[config.mk]
export PLATFORM = sky130hd
export DESIGN_NAME = nested_loop_equi_join_top_flat
export DESIGN_NICKNAME = d
export VERILOG_FILES = /design/src/hw/rtl/nlej_pkg.sv /design/src/hw/rtl/nlej_intf.sv /design/src/hw/rtl/nested_loop_equi_join_top.sv /design/src/hw/rtl/nlej_ctrl.sv /design/src/hw/rtl/nlej_datapath.sv /design/src/flat_wrapper.sv
export SDC_FILE = /design/constraint.sdc
export NUM_CORES = 2
export LEC_CHECK = 0
export ABC_AREA = 1
export ABC_CLOCK_PERIOD_IN_PS = 19900
export BUFFER_PORTS_ARGS = -buffer_cell sky130_fd_sc_hd__buf_2
export CAP_MARGIN = 20
export CORE_ASPECT_RATIO = 1.5
export CORE_MARGIN = 10
export CORE_UTILIZATION = 30
export DETAILED_ROUTE_END_ITERATION = 7
export GPL_ROUTABILITY_DRIVEN = 0
export PLACE_DENSITY = 0.48
export SLEW_MARGIN = 20
export SYNTH_ARGS = -nofsm -noshare
export SYNTH_HDL_FRONTEND = slang
export SYNTH_SLANG_ARGS = --single-unit
[constraint.sdc]
create_clock -name clock -period 19.9 [get_ports clock]
set_input_delay 0.995 -clock clock [delete_from_list [all_inputs] [get_ports clock]]
set_output_delay 0.995 -clock clock [all_outputs]
set_load 0.05 [all_outputs]
[src/hw/rtl/nlej_pkg.sv]
// ----------------------------------------------------------------------------
// nlej_pkg
// Shared types and codes for the nested loop equi-join block.
// ----------------------------------------------------------------------------
package nlej_pkg;

   localparam int LEFT_DEPTH_DEF = 64;
   localparam int FIELD_W        = 32;

   localparam logic [1:0] OP_LOAD  = 2'd0;
   localparam logic [1:0] OP_PROBE = 2'd1;
   localparam logic [1:0] OP_CLEAR = 2'd2;

   localparam logic [2:0] ST_LOADED   = 3'd0;
   localparam logic [2:0] ST_MATCH    = 3'd1;
   localparam logic [2:0] ST_NO_MATCH = 3'd2;
   localparam logic [2:0] ST_FULL     = 3'd3;
   localparam logic [2:0] ST_CLEARED  = 3'd4;

   typedef enum logic [1:0] {
      FSM_IDLE,
      FSM_SCAN,
      FSM_FINISH
   } fsm_type;

   typedef enum logic [2:0] {
      EMIT_NONE,
      EMIT_LOADED,
      EMIT_FULL,
      EMIT_CLEARED,
      EMIT_PAIR,
      EMIT_NO_MATCH
   } emit_type;

   typedef struct packed {
      emit_type emit;
      logic     emit_last;
      logic     load_wr;
      logic     clear;
      logic     probe_start;
      logic     scan_adv;
   } cmd_type;

   typedef struct packed {
      logic out_free;
      logic table_full;
      logic cmp_vld;
      logic cmp_match;
      logic pend_vld;
      logic fetch_done;
   } stat_type;

endpackage

[src/hw/rtl/nlej_intf.sv]
// ----------------------------------------------------------------------------
// nlej_req_intf / nlej_rsp_intf
// Valid/ready channels for request items and result items.
// ----------------------------------------------------------------------------
interface nlej_req_intf;
   logic               valid;
   logic               ready;
   logic [1:0]         op;
   logic signed [31:0] tuple_key;
   logic signed [31:0] tuple_value;

   modport source (output valid, output op, output tuple_key, output tuple_value,
                   input ready);
   modport sink   (input valid, input op, input tuple_key, input tuple_value,
                   output ready);
endinterface

interface nlej_rsp_intf;
   logic               valid;
   logic               ready;
   logic [2:0]         status;
   logic signed [31:0] left_key;
   logic signed [31:0] left_value;
   logic signed [31:0] right_key;
   logic signed [31:0] right_value;
   logic               last;

   modport source (output valid, output status, output left_key, output left_value,
                   output right_key, output right_value, output last,
                   input ready);
   modport sink   (input valid, input status, input left_key, input left_value,
                   input right_key, input right_value, input last,
                   output ready);
endinterface

[src/hw/rtl/nested_loop_equi_join_top.sv]
// ----------------------------------------------------------------------------
// nested_loop_equi_join_top
// Equi-join engine on the value field over an on-chip left table.
// ----------------------------------------------------------------------------
// Load, clear and unused-op items return one result each (none for the
// unused op), and the next item is taken once the result register is free.
// A probe reads the left table through its single registered read port,
// one stored tuple per cycle while the result side does not stall a match,
// and no new item is taken until its final result has been registered.
// Matches leave in table order; the last result of each item carries last.
// ----------------------------------------------------------------------------
module nested_loop_equi_join_top #(
   parameter int LEFT_DEPTH = nlej_pkg::LEFT_DEPTH_DEF
) (
   input logic          clock,
   input logic          reset,
   nlej_req_intf.sink   req_chan,
   nlej_rsp_intf.source rsp_chan
);
   import nlej_pkg::*;

   cmd_type  cmd;
   stat_type stat;

   nlej_ctrl u_ctrl (
      .clock     (clock),
      .reset     (reset),
      .req_valid (req_chan.valid),
      .req_op    (req_chan.op),
      .req_ready (req_chan.ready),
      .stat      (stat),
      .cmd       (cmd)
   );

   nlej_datapath #(
      .LEFT_DEPTH (LEFT_DEPTH)
   ) u_datapath (
      .clock           (clock),
      .reset           (reset),
      .cmd             (cmd),
      .stat            (stat),
      .req_tuple_key   (req_chan.tuple_key),
      .req_tuple_value (req_chan.tuple_value),
      .rsp_ready       (rsp_chan.ready),
      .rsp_valid       (rsp_chan.valid),
      .rsp_status      (rsp_chan.status),
      .rsp_left_key    (rsp_chan.left_key),
      .rsp_left_value  (rsp_chan.left_value),
      .rsp_right_key   (rsp_chan.right_key),
      .rsp_right_value (rsp_chan.right_value),
      .rsp_last        (rsp_chan.last)
   );

endmodule

[src/hw/rtl/nlej_ctrl.sv]
// ----------------------------------------------------------------------------
// nlej_ctrl
// Sequencer: decodes request items and steps the probe scan.
// ----------------------------------------------------------------------------
module nlej_ctrl (
   input  logic              clock,
   input  logic              reset,
   input  logic              req_valid,
   input  logic [1:0]        req_op,
   output logic              req_ready,
   input  nlej_pkg::stat_type stat,
   output nlej_pkg::cmd_type  cmd
);
   import nlej_pkg::*;

   fsm_type state_ff;
   fsm_type state_in;
   logic    stall;

   always_ff @(posedge clock) begin
      if (reset) begin
         state_ff <= FSM_IDLE;
      end else begin
         state_ff <= state_in;
      end
   end

   always_comb begin
      state_in  = state_ff;
      cmd       = '0;
      cmd.emit  = EMIT_NONE;
      req_ready = 1'b0;
      stall     = 1'b0;
      unique case (state_ff)
         FSM_IDLE: begin
            req_ready = stat.out_free;
            if (req_valid && stat.out_free) begin
               unique case (req_op)
                  OP_LOAD: begin
                     cmd.emit      = stat.table_full ? EMIT_FULL : EMIT_LOADED;
                     cmd.emit_last = 1'b1;
                     cmd.load_wr   = !stat.table_full;
                  end
                  OP_PROBE: begin
                     cmd.probe_start = 1'b1;
                     state_in        = FSM_SCAN;
                  end
                  OP_CLEAR: begin
                     cmd.emit      = EMIT_CLEARED;
                     cmd.emit_last = 1'b1;
                     cmd.clear     = 1'b1;
                  end
                  default: ;
               endcase
            end
         end
         FSM_SCAN: begin
            if (!stat.cmp_vld && stat.fetch_done) begin
               state_in = FSM_FINISH;
            end else begin
               stall = stat.cmp_vld && stat.cmp_match && stat.pend_vld && !stat.out_free;
               cmd.scan_adv = !stall;
               if (!stall && stat.cmp_vld && stat.cmp_match && stat.pend_vld) begin
                  cmd.emit = EMIT_PAIR;
               end
            end
         end
         FSM_FINISH: begin
            if (stat.out_free) begin
               cmd.emit      = stat.pend_vld ? EMIT_PAIR : EMIT_NO_MATCH;
               cmd.emit_last = 1'b1;
               state_in      = FSM_IDLE;
            end
         end
         default: state_in = FSM_IDLE;
      endcase
   end

endmodule

[src/hw/rtl/nlej_datapath.sv]
// ----------------------------------------------------------------------------
// nlej_datapath
// Left table memory, scan pipeline, pending match and result register.
// ----------------------------------------------------------------------------
module nlej_datapath #(
   parameter int LEFT_DEPTH = nlej_pkg::LEFT_DEPTH_DEF
) (
   input  logic               clock,
   input  logic               reset,
   input  nlej_pkg::cmd_type  cmd,
   output nlej_pkg::stat_type stat,
   input  logic signed [31:0] req_tuple_key,
   input  logic signed [31:0] req_tuple_value,
   input  logic               rsp_ready,
   output logic               rsp_valid,
   output logic [2:0]         rsp_status,
   output logic signed [31:0] rsp_left_key,
   output logic signed [31:0] rsp_left_value,
   output logic signed [31:0] rsp_right_key,
   output logic signed [31:0] rsp_right_value,
   output logic               rsp_last
);
   import nlej_pkg::*;

   localparam int CNT_W = $clog2(LEFT_DEPTH + 1);
   localparam int AW    = (LEFT_DEPTH > 1) ? $clog2(LEFT_DEPTH) : 1;

   logic [2*FIELD_W-1:0] mem [LEFT_DEPTH];
   logic [2*FIELD_W-1:0] rd_q_ff;

   logic [CNT_W-1:0]   count_ff;
   logic [CNT_W-1:0]   idx_ff;
   logic               cmp_vld_ff;
   logic               pend_vld_ff;
   logic signed [31:0] pend_key_ff;
   logic signed [31:0] pend_val_ff;
   logic signed [31:0] right_key_ff;
   logic signed [31:0] right_val_ff;
   logic               out_vld_ff;
   logic               cmp_match;

   assign cmp_match = (rd_q_ff[FIELD_W-1:0] == right_val_ff);

   assign stat.out_free   = !out_vld_ff || rsp_ready;
   assign stat.table_full = (count_ff == CNT_W'(LEFT_DEPTH));
   assign stat.cmp_vld    = cmp_vld_ff;
   assign stat.cmp_match  = cmp_match;
   assign stat.pend_vld   = pend_vld_ff;
   assign stat.fetch_done = (idx_ff >= count_ff);

   always_ff @(posedge clock) begin
      if (cmd.load_wr) begin
         mem[count_ff[AW-1:0]] <= {req_tuple_key, req_tuple_value};
      end
   end

   always_ff @(posedge clock) begin
      if (cmd.scan_adv) begin
         rd_q_ff <= mem[idx_ff[AW-1:0]];
      end
   end

   always_ff @(posedge clock) begin
      if (reset) begin
         count_ff    <= '0;
         idx_ff      <= '0;
         cmp_vld_ff  <= 1'b0;
         pend_vld_ff <= 1'b0;
      end else begin
         if (cmd.clear) begin
            count_ff <= '0;
         end else if (cmd.load_wr) begin
            count_ff <= count_ff + CNT_W'(1);
         end
         if (cmd.probe_start) begin
            idx_ff      <= '0;
            cmp_vld_ff  <= 1'b0;
            pend_vld_ff <= 1'b0;
         end else if (cmd.scan_adv) begin
            if (idx_ff < count_ff) begin
               cmp_vld_ff <= 1'b1;
               idx_ff     <= idx_ff + CNT_W'(1);
            end else begin
               cmp_vld_ff <= 1'b0;
            end
            if (cmp_vld_ff && cmp_match) begin
               pend_vld_ff <= 1'b1;
            end
         end
      end
   end

   always_ff @(posedge clock) begin
      if (cmd.probe_start) begin
         right_key_ff <= req_tuple_key;
         right_val_ff <= req_tuple_value;
      end
      if (cmd.scan_adv && cmp_vld_ff && cmp_match) begin
         pend_key_ff <= rd_q_ff[2*FIELD_W-1:FIELD_W];
         pend_val_ff <= rd_q_ff[FIELD_W-1:0];
      end
   end

   // result register
   always_ff @(posedge clock) begin
      if (reset) begin
         out_vld_ff <= 1'b0;
      end else if (cmd.emit != EMIT_NONE) begin
         out_vld_ff <= 1'b1;
      end else if (rsp_ready) begin
         out_vld_ff <= 1'b0;
      end
   end

   always_ff @(posedge clock) begin
      if (cmd.emit != EMIT_NONE) begin
         rsp_left_key    <= '0;
         rsp_left_value  <= '0;
         rsp_right_key   <= '0;
         rsp_right_value <= '0;
         rsp_last        <= cmd.emit_last;
         case (cmd.emit)
            EMIT_LOADED:  rsp_status <= ST_LOADED;
            EMIT_FULL:    rsp_status <= ST_FULL;
            EMIT_CLEARED: rsp_status <= ST_CLEARED;
            EMIT_PAIR: begin
               rsp_status      <= ST_MATCH;
               rsp_left_key    <= pend_key_ff;
               rsp_left_value  <= pend_val_ff;
               rsp_right_key   <= right_key_ff;
               rsp_right_value <= right_val_ff;
            end
            default: begin
               rsp_status      <= ST_NO_MATCH;
               rsp_right_key   <= right_key_ff;
               rsp_right_value <= right_val_ff;
            end
         endcase
      end
   end

   assign rsp_valid = out_vld_ff;

endmodule

[src/flat_wrapper.sv]
// flat-port wrapper written by rule: the top's interface ports become plain ports
module nested_loop_equi_join_top_flat import nlej_pkg::*;
#(
   parameter int LEFT_DEPTH = nlej_pkg::LEFT_DEPTH_DEF
)
  (clock, reset, req_chan_valid, req_chan_op, req_chan_tuple_key, req_chan_tuple_value, req_chan_ready, rsp_chan_valid, rsp_chan_status, rsp_chan_left_key, rsp_chan_left_value, rsp_chan_right_key, rsp_chan_right_value, rsp_chan_last, rsp_chan_ready);
  nlej_req_intf req_chan_i ();
  nlej_rsp_intf rsp_chan_i ();
  input logic clock;
  input logic reset;
  input wire logic [$bits(req_chan_i.valid)-1:0] req_chan_valid;
  input wire logic [$bits(req_chan_i.op)-1:0] req_chan_op;
  input wire logic [$bits(req_chan_i.tuple_key)-1:0] req_chan_tuple_key;
  input wire logic [$bits(req_chan_i.tuple_value)-1:0] req_chan_tuple_value;
  output wire logic [$bits(req_chan_i.ready)-1:0] req_chan_ready;
  output wire logic [$bits(rsp_chan_i.valid)-1:0] rsp_chan_valid;
  output wire logic [$bits(rsp_chan_i.status)-1:0] rsp_chan_status;
  output wire logic [$bits(rsp_chan_i.left_key)-1:0] rsp_chan_left_key;
  output wire logic [$bits(rsp_chan_i.left_value)-1:0] rsp_chan_left_value;
  output wire logic [$bits(rsp_chan_i.right_key)-1:0] rsp_chan_right_key;
  output wire logic [$bits(rsp_chan_i.right_value)-1:0] rsp_chan_right_value;
  output wire logic [$bits(rsp_chan_i.last)-1:0] rsp_chan_last;
  input wire logic [$bits(rsp_chan_i.ready)-1:0] rsp_chan_ready;
  assign req_chan_i.valid = req_chan_valid;
  assign req_chan_i.op = req_chan_op;
  assign req_chan_i.tuple_key = req_chan_tuple_key;
  assign req_chan_i.tuple_value = req_chan_tuple_value;
  assign req_chan_ready = req_chan_i.ready;
  assign rsp_chan_valid = rsp_chan_i.valid;
  assign rsp_chan_status = rsp_chan_i.status;
  assign rsp_chan_left_key = rsp_chan_i.left_key;
  assign rsp_chan_left_value = rsp_chan_i.left_value;
  assign rsp_chan_right_key = rsp_chan_i.right_key;
  assign rsp_chan_right_value = rsp_chan_i.right_value;
  assign rsp_chan_last = rsp_chan_i.last;
  assign rsp_chan_i.ready = rsp_chan_ready;
  nested_loop_equi_join_top #(.LEFT_DEPTH(LEFT_DEPTH)) u_core (.clock(clock), .reset(reset), .req_chan(req_chan_i), .rsp_chan(rsp_chan_i));
endmodule
## Word-level counts from Yosys, hierarchy flattened

Memories as Yosys holds them, arrays and structs flattened. A register that Yosys moved wholly into a read port is not among the register bits.
Cells that the tools add are included.

| operators by class | value |
|---|---|
| add/subtract/negate cells | 2 |
| multipliers | 0 |
| div/mod/pow operators | 0 |
| order comparisons | 2 |
| eq/ne operators | 14 |
| shift operators | 0 |
| muxes and demuxes | 27 |
| bitwise logic cells | 0 |
| reduce and logical (&&, ||, !) cells | 26 |

Operator list:

| operator | count |
|---|---|
| $eq 32x32->1 | 1 |
| $add 7x1->7 const B | 2 |
| $mux 1 | 12 |
| $pmux 3 s4 | 1 |
| $logic_and 1x1->1 | 10 |
| $mux 2 | 5 |
| $mux 3 | 3 |
| $pmux 3 s3 | 1 |
| $eq 7x7->1 const B | 1 |
| $ge 7x7->1 | 1 |
| $lt 7x7->1 | 1 |
| $mux 7 | 1 |
| $eq 3x2->1 const B | 2 |
| $ne 2x2->1 const B | 3 |
| $pmux 2 s3 | 1 |
| $pmux 3 s2 | 1 |
| $logic_not 1->1 | 5 |
| $eq 2x1->1 const B | 2 |
| $eq 2x2->1 const B | 2 |
| $logic_not 2->1 | 2 |
| $mux 4 | 1 |
| $reduce_and 2->1 | 2 |
| $reduce_and 4->1 | 1 |
| $reduce_or 2->1 | 2 |
| other kinds (8) | 8 |

| storage, ports and cells | value |
|---|---|
| register bits after elaboration | 279 |
| latch bits | 0 |
| bits in writable memories | 4096 |
| ROM bits | 0 |
| word-level logic and storage cells | 88 |
| memories | 1 |

Memories:

| memory | depth | width | rd ports | clocked after memory_dff | write ports | line | source |
|---|---|---|---|---|---|---|---|
| u_core.u_datapath.mem | 64 | 64 | 1 | 1 | 1 | nlej_datapath.sv:28 | `logic [2*FIELD_W-1:0] mem [LEFT_DEPTH];` |

## Depth between registers and ports, before layout

| logic depth | value |
|---|---|
| word-level depth | 13 |
| gate-level depth with buffers | 18 |
| gate-level depth less buffers | 14 |

## Modules after synthesis

From an unflattened synthesis, not the netlist that was laid out.

| unflattened totals | value |
|---|---|
| cells, all modules | 16506 |
| area, all modules | 183403.4 µm² |

By module, submodules not included:

| module | times used | cells each | area each (µm²) | sequential area each (µm²) |
|---|---|---|---|---|
| nlej_datapath | 1 | 16466 | 183185.7 | 133067.6 |
| nlej_ctrl | 1 | 40 | 217.7 | 40.0 |

## Least setup slack after synthesis

No wires, ideal clock.

| timing path | value |
|---|---|
| path type | input to register |
| from | input req_chan_op[1] |
| to | register u_core.u_datapath.idx_ff[0] |
| data arrival time | 8.073 ns |
| data required time | 19.771 ns |
| setup slack | 11.698 ns |
| stages | 4 |
| buffers on the path | 0 |
| cell sequence | nor4_1 -> nor2_1 -> inv_1 -> nor2_1 |

| between the ends | value |
|---|---|
| longest elaborated chain between the ends | 5 |

Ends and longest elaborated chain:

| item | line | source |
|---|---|---|
| start: declaration | flat_wrapper.sv:12 | `input wire logic [$bits(req_chan_i.op)-1:0] req_chan_op;` |
| $eq 2x1->1 | nlej_ctrl.sv:38 | `unique case (req_op)` |
| $mux 1 | nlej_ctrl.sv:38 |  |
| $mux 7 | nlej_ctrl.sv:37 | `if (req_valid && stat.out_free) begin` |
| $mux 3 | nlej_ctrl.sv:34 | `unique case (state_ff)` |
| $reduce_or 2->1 (no source line) | n/a |  |
| end signal: assignment | nlej_datapath.sv:82 | `idx_ff <= idx_ff + CNT_W'(1);` |
| end: declaration | nlej_datapath.sv:32 | `logic [CNT_W-1:0] idx_ff;` |

Every way passes these cells.
A chain may end at the register's enable or synchronous reset.

==> metrics <==
most frequent cells in the layout edfxtp_1 (4420), nor2_1 (2242), o21ai_0 (2042); CP required 20.48 ns; die height 945 um; status completed; Num CTS Buffers 406; CP startpoint kind register; router iterations before antenna repair 6; Clock Tree Buf Depth 4; register area 133000 um^2; Seq pwr share approximately 55%; PortBufs 203; Die ar. 602000 um^2; Area growth syn-to-layout 13.6%; DIE WIDTH approximately 640 um; switch share 21.1%; Net Count, Synth roughly 12000; initial antenna violation count 57; Area after DPL between 150000 and 200000 um^2; vias in the first global route 105000; core area between 500000 and 600000 um^2; Max Slew Vio Count 0; post-route cell area 195000 um^2; share of post-route cells with drive strength above 1 about a tenth; CTS sink cnt 4439; most common cell after layout, fill and taps aside edfxtp_1; routed via count 110000; net switching power figure around 4 mW; Final nets 12500; CP Class register to register; Core Rows 339; VDD IR max 80.3 uV; Inst Count DP 19500; Netlist Area Pre-Place 171000 um^2; Syn. warnings 0; clock power share 42.7%; number of synthesized register bits 4439; setup TNS 0 ns; Congestion Overflow GR 0; fin crit share 26.4%; WP data arrival about 6 ns; CTS tree yes; layout filler cell count 55400; RSZ-0062 raised after global routing no; latest clock arrival within the worst-skew pair 0.98 ns; DRC viols 0; Finish-stage setup viols 0; combinational fraction of design power 2.0%; Layout Utilization 34.2%; footprint of the multi-input gates 34100 um^2; Max Fclk 191 MHz; Tmin final 5.25 ns; Post-CTS Repair Setup Buffers 0; DP Worst Slack 14.53 ns; GRT Overall Usage 19.6%; DRT Wirelength 620000 um; Setup WS post-layout 14.65 ns; Routed wire per std cell 30.5 um; Post-Syn Area per Cell 13.8 um^2; Layout Skew 0.0664 ns; Seq/Total Area, Yosys between 70% and 80%; root buf cell clkbuf_16; number of enable flip-flop cells after synthesis 4420; pin count of the biggest net entering global routing between 150 and 200; hold_buf cts 0; fraction of registers with async set/reset 0%; # resized after CTS 0; hold crit path type input port to register; LEAKAGE 61.7 nW; hold_ws 0.254 ns; hpwl dp 343000 um; Boundary Pins 204; drt first-iter violations roughly 12000; Int Pwr around 15 mW; first-pass GRT wire length 854000 um; final hold violations 0; Yosys cell types 40; Crit. End Element register; Crit Path Max Fanout 48; Initial Util a little under a third; Max-slew headroom 19.8%; number of H-tree levels 5; pwr/cell area 96.0 nW/um^2; Slew @ Worst Pin 1.20 ns; Pwr Total between 15 and 20 mW; average vias per placed instance 5.39; non-filler cells, final 20400; Synth Instances 12400; Max-Cap Viols 0; DRT antenna net count 0; Worst-path clk slew 0.07 ns; main flop type after synthesis edfxtp_1
## routing by layer
layer	wire (um)	up-vias	track usage, %	part of all wire (%)
met5	90	-	0	0.015
met4	28800	14	8.26	4.6
met3	40700	960	2.64	6.6
met1	244000	57700	24.8	39
li1	-	46800	-	-
met2	306000	4336	33.7	49
## power by group through the flow
stage | sequential (mW) | combinational, mW | clock [mW]
final | 10.3 | 0.371 | 7.98
after global routing | 10.3 | 0.391 | 8.43
after CTS | 10.3 | 0.379 | 8.11
after detailed placement | 10.5 | 0.379 | 0
after global placement | 10.5 | 0.376 | 0
after floorplan | 10.6 | 0.0417 | 0
## cell families (layout without fill, tap and decap cells)
kind of cell | Yosys count | count (layout) | share of synthesized area (%)
buffers and inverters | 1067 | 1459 | 2.69
DFF | 4439 | 4439 | 77.7
and+or+nand+nor | 3504 | 3504 | 8.15
adders and majority gates | 10 | 10 | 0.0730
other | 0 | 69 | 0
AOI/OAI and AO/OA | 3361 | 3361 | 11.3
xor gates and xnor gates | 10 | 10 | 0.0511
## area by class of cell
class                   instances  area share [%]
clock buffers                 481            5.45
clock inverters               255            1.31
diodes                         69          0.0888
inverters                     192           0.403
well taps                    7502            4.82
repair buffers                531            1.98
multi-input cells            6885            17.5
flip-flops and latches       4439            68.4
## path summary, 6_finish.rpt
| check | startpoint | end | slack [ns] | cells past startpoint |
|---|---|---|---|---|
| setup / recovery | u_core.u_datapath.idx_ff[2] | u_core.u_datapath.pend_key_ff[7] | 14.65 | 12 |
| hold / removal | req_chan_tuple_key[6] | u_core.u_datapath.mem[2][38] | 0.25 | 1 |
| setup reg to reg | u_core.u_datapath.idx_ff[2] | u_core.u_datapath.pend_key_ff[7] | 14.65 | 12 |
| hold reg to reg | u_core.u_datapath.rd_q_ff[51] | u_core.u_datapath.pend_key_ff[19] | 0.43 | 0 |
## synthesized netlist by cell type, types with 33 or more instances
| cell | n | area share (%) |
|---|---|---|
| o211ai_1 | 130 | 0.57 |
| nand3_1 | 500 | 1.5 |
| buf_1 | 33 | 0.072 |
| a21oi_1 | 156 | 0.46 |
| edfxtp_1 | 4420 | 77 |
| o21ai_0 | 2042 | 6.0 |
| inv_1 | 186 | 0.41 |
| nor2_1 | 2306 | 5.1 |
| buf_4 | 43 | 0.19 |
| o22ai_1 | 630 | 2.3 |
| nand2_1 | 633 | 1.4 |
| o221ai_1 | 382 | 2.0 |
| clkbuf_1 | 607 | 1.3 |
| nand4_1 | 44 | 0.16 |
| buf_2 | 160 | 0.47 |
## state kept, by name, summed over array words and instances, names as in the netlist
name	count
u_core.u_datapath.mem	4096
u_core.u_datapath.rd_q_ff	64
u_core.u_datapath.pend_key_ff	32
u_core.u_datapath.pend_val_ff	32
u_core.u_datapath.right_key_ff	32
u_core.u_datapath.right_val_ff	32
u_core.u_datapath.rsp_left_key	32
u_core.u_datapath.rsp_left_value	32
u_core.u_datapath.rsp_right_key	32
u_core.u_datapath.rsp_right_value	32
u_core.u_datapath.count_ff	7
u_core.u_datapath.idx_ff	7
u_core.u_datapath.rsp_status	3
u_core.u_ctrl.state_ff	2
u_core.u_datapath.cmp_vld_ff	1
u_core.u_datapath.pend_vld_ff	1
u_core.u_datapath.rsp_last	1
u_core.u_datapath.rsp_valid	1
## worst max-delay path: stages (launching register included)
cell and delay [ns]:
dfxtp_4 0.74, buf_4 0.64, ha_1 0.39, a21oi_1 0.14
nand2_1 0.06, nand2_1 0.08, nand3_1 0.30, a21oi_4 0.47
nand2_1 0.18, inv_4 0.48, nand2_1 0.21, inv_4 0.27
buf_4 0.72
Note: power is estimated with default switching activity, not from simulation.
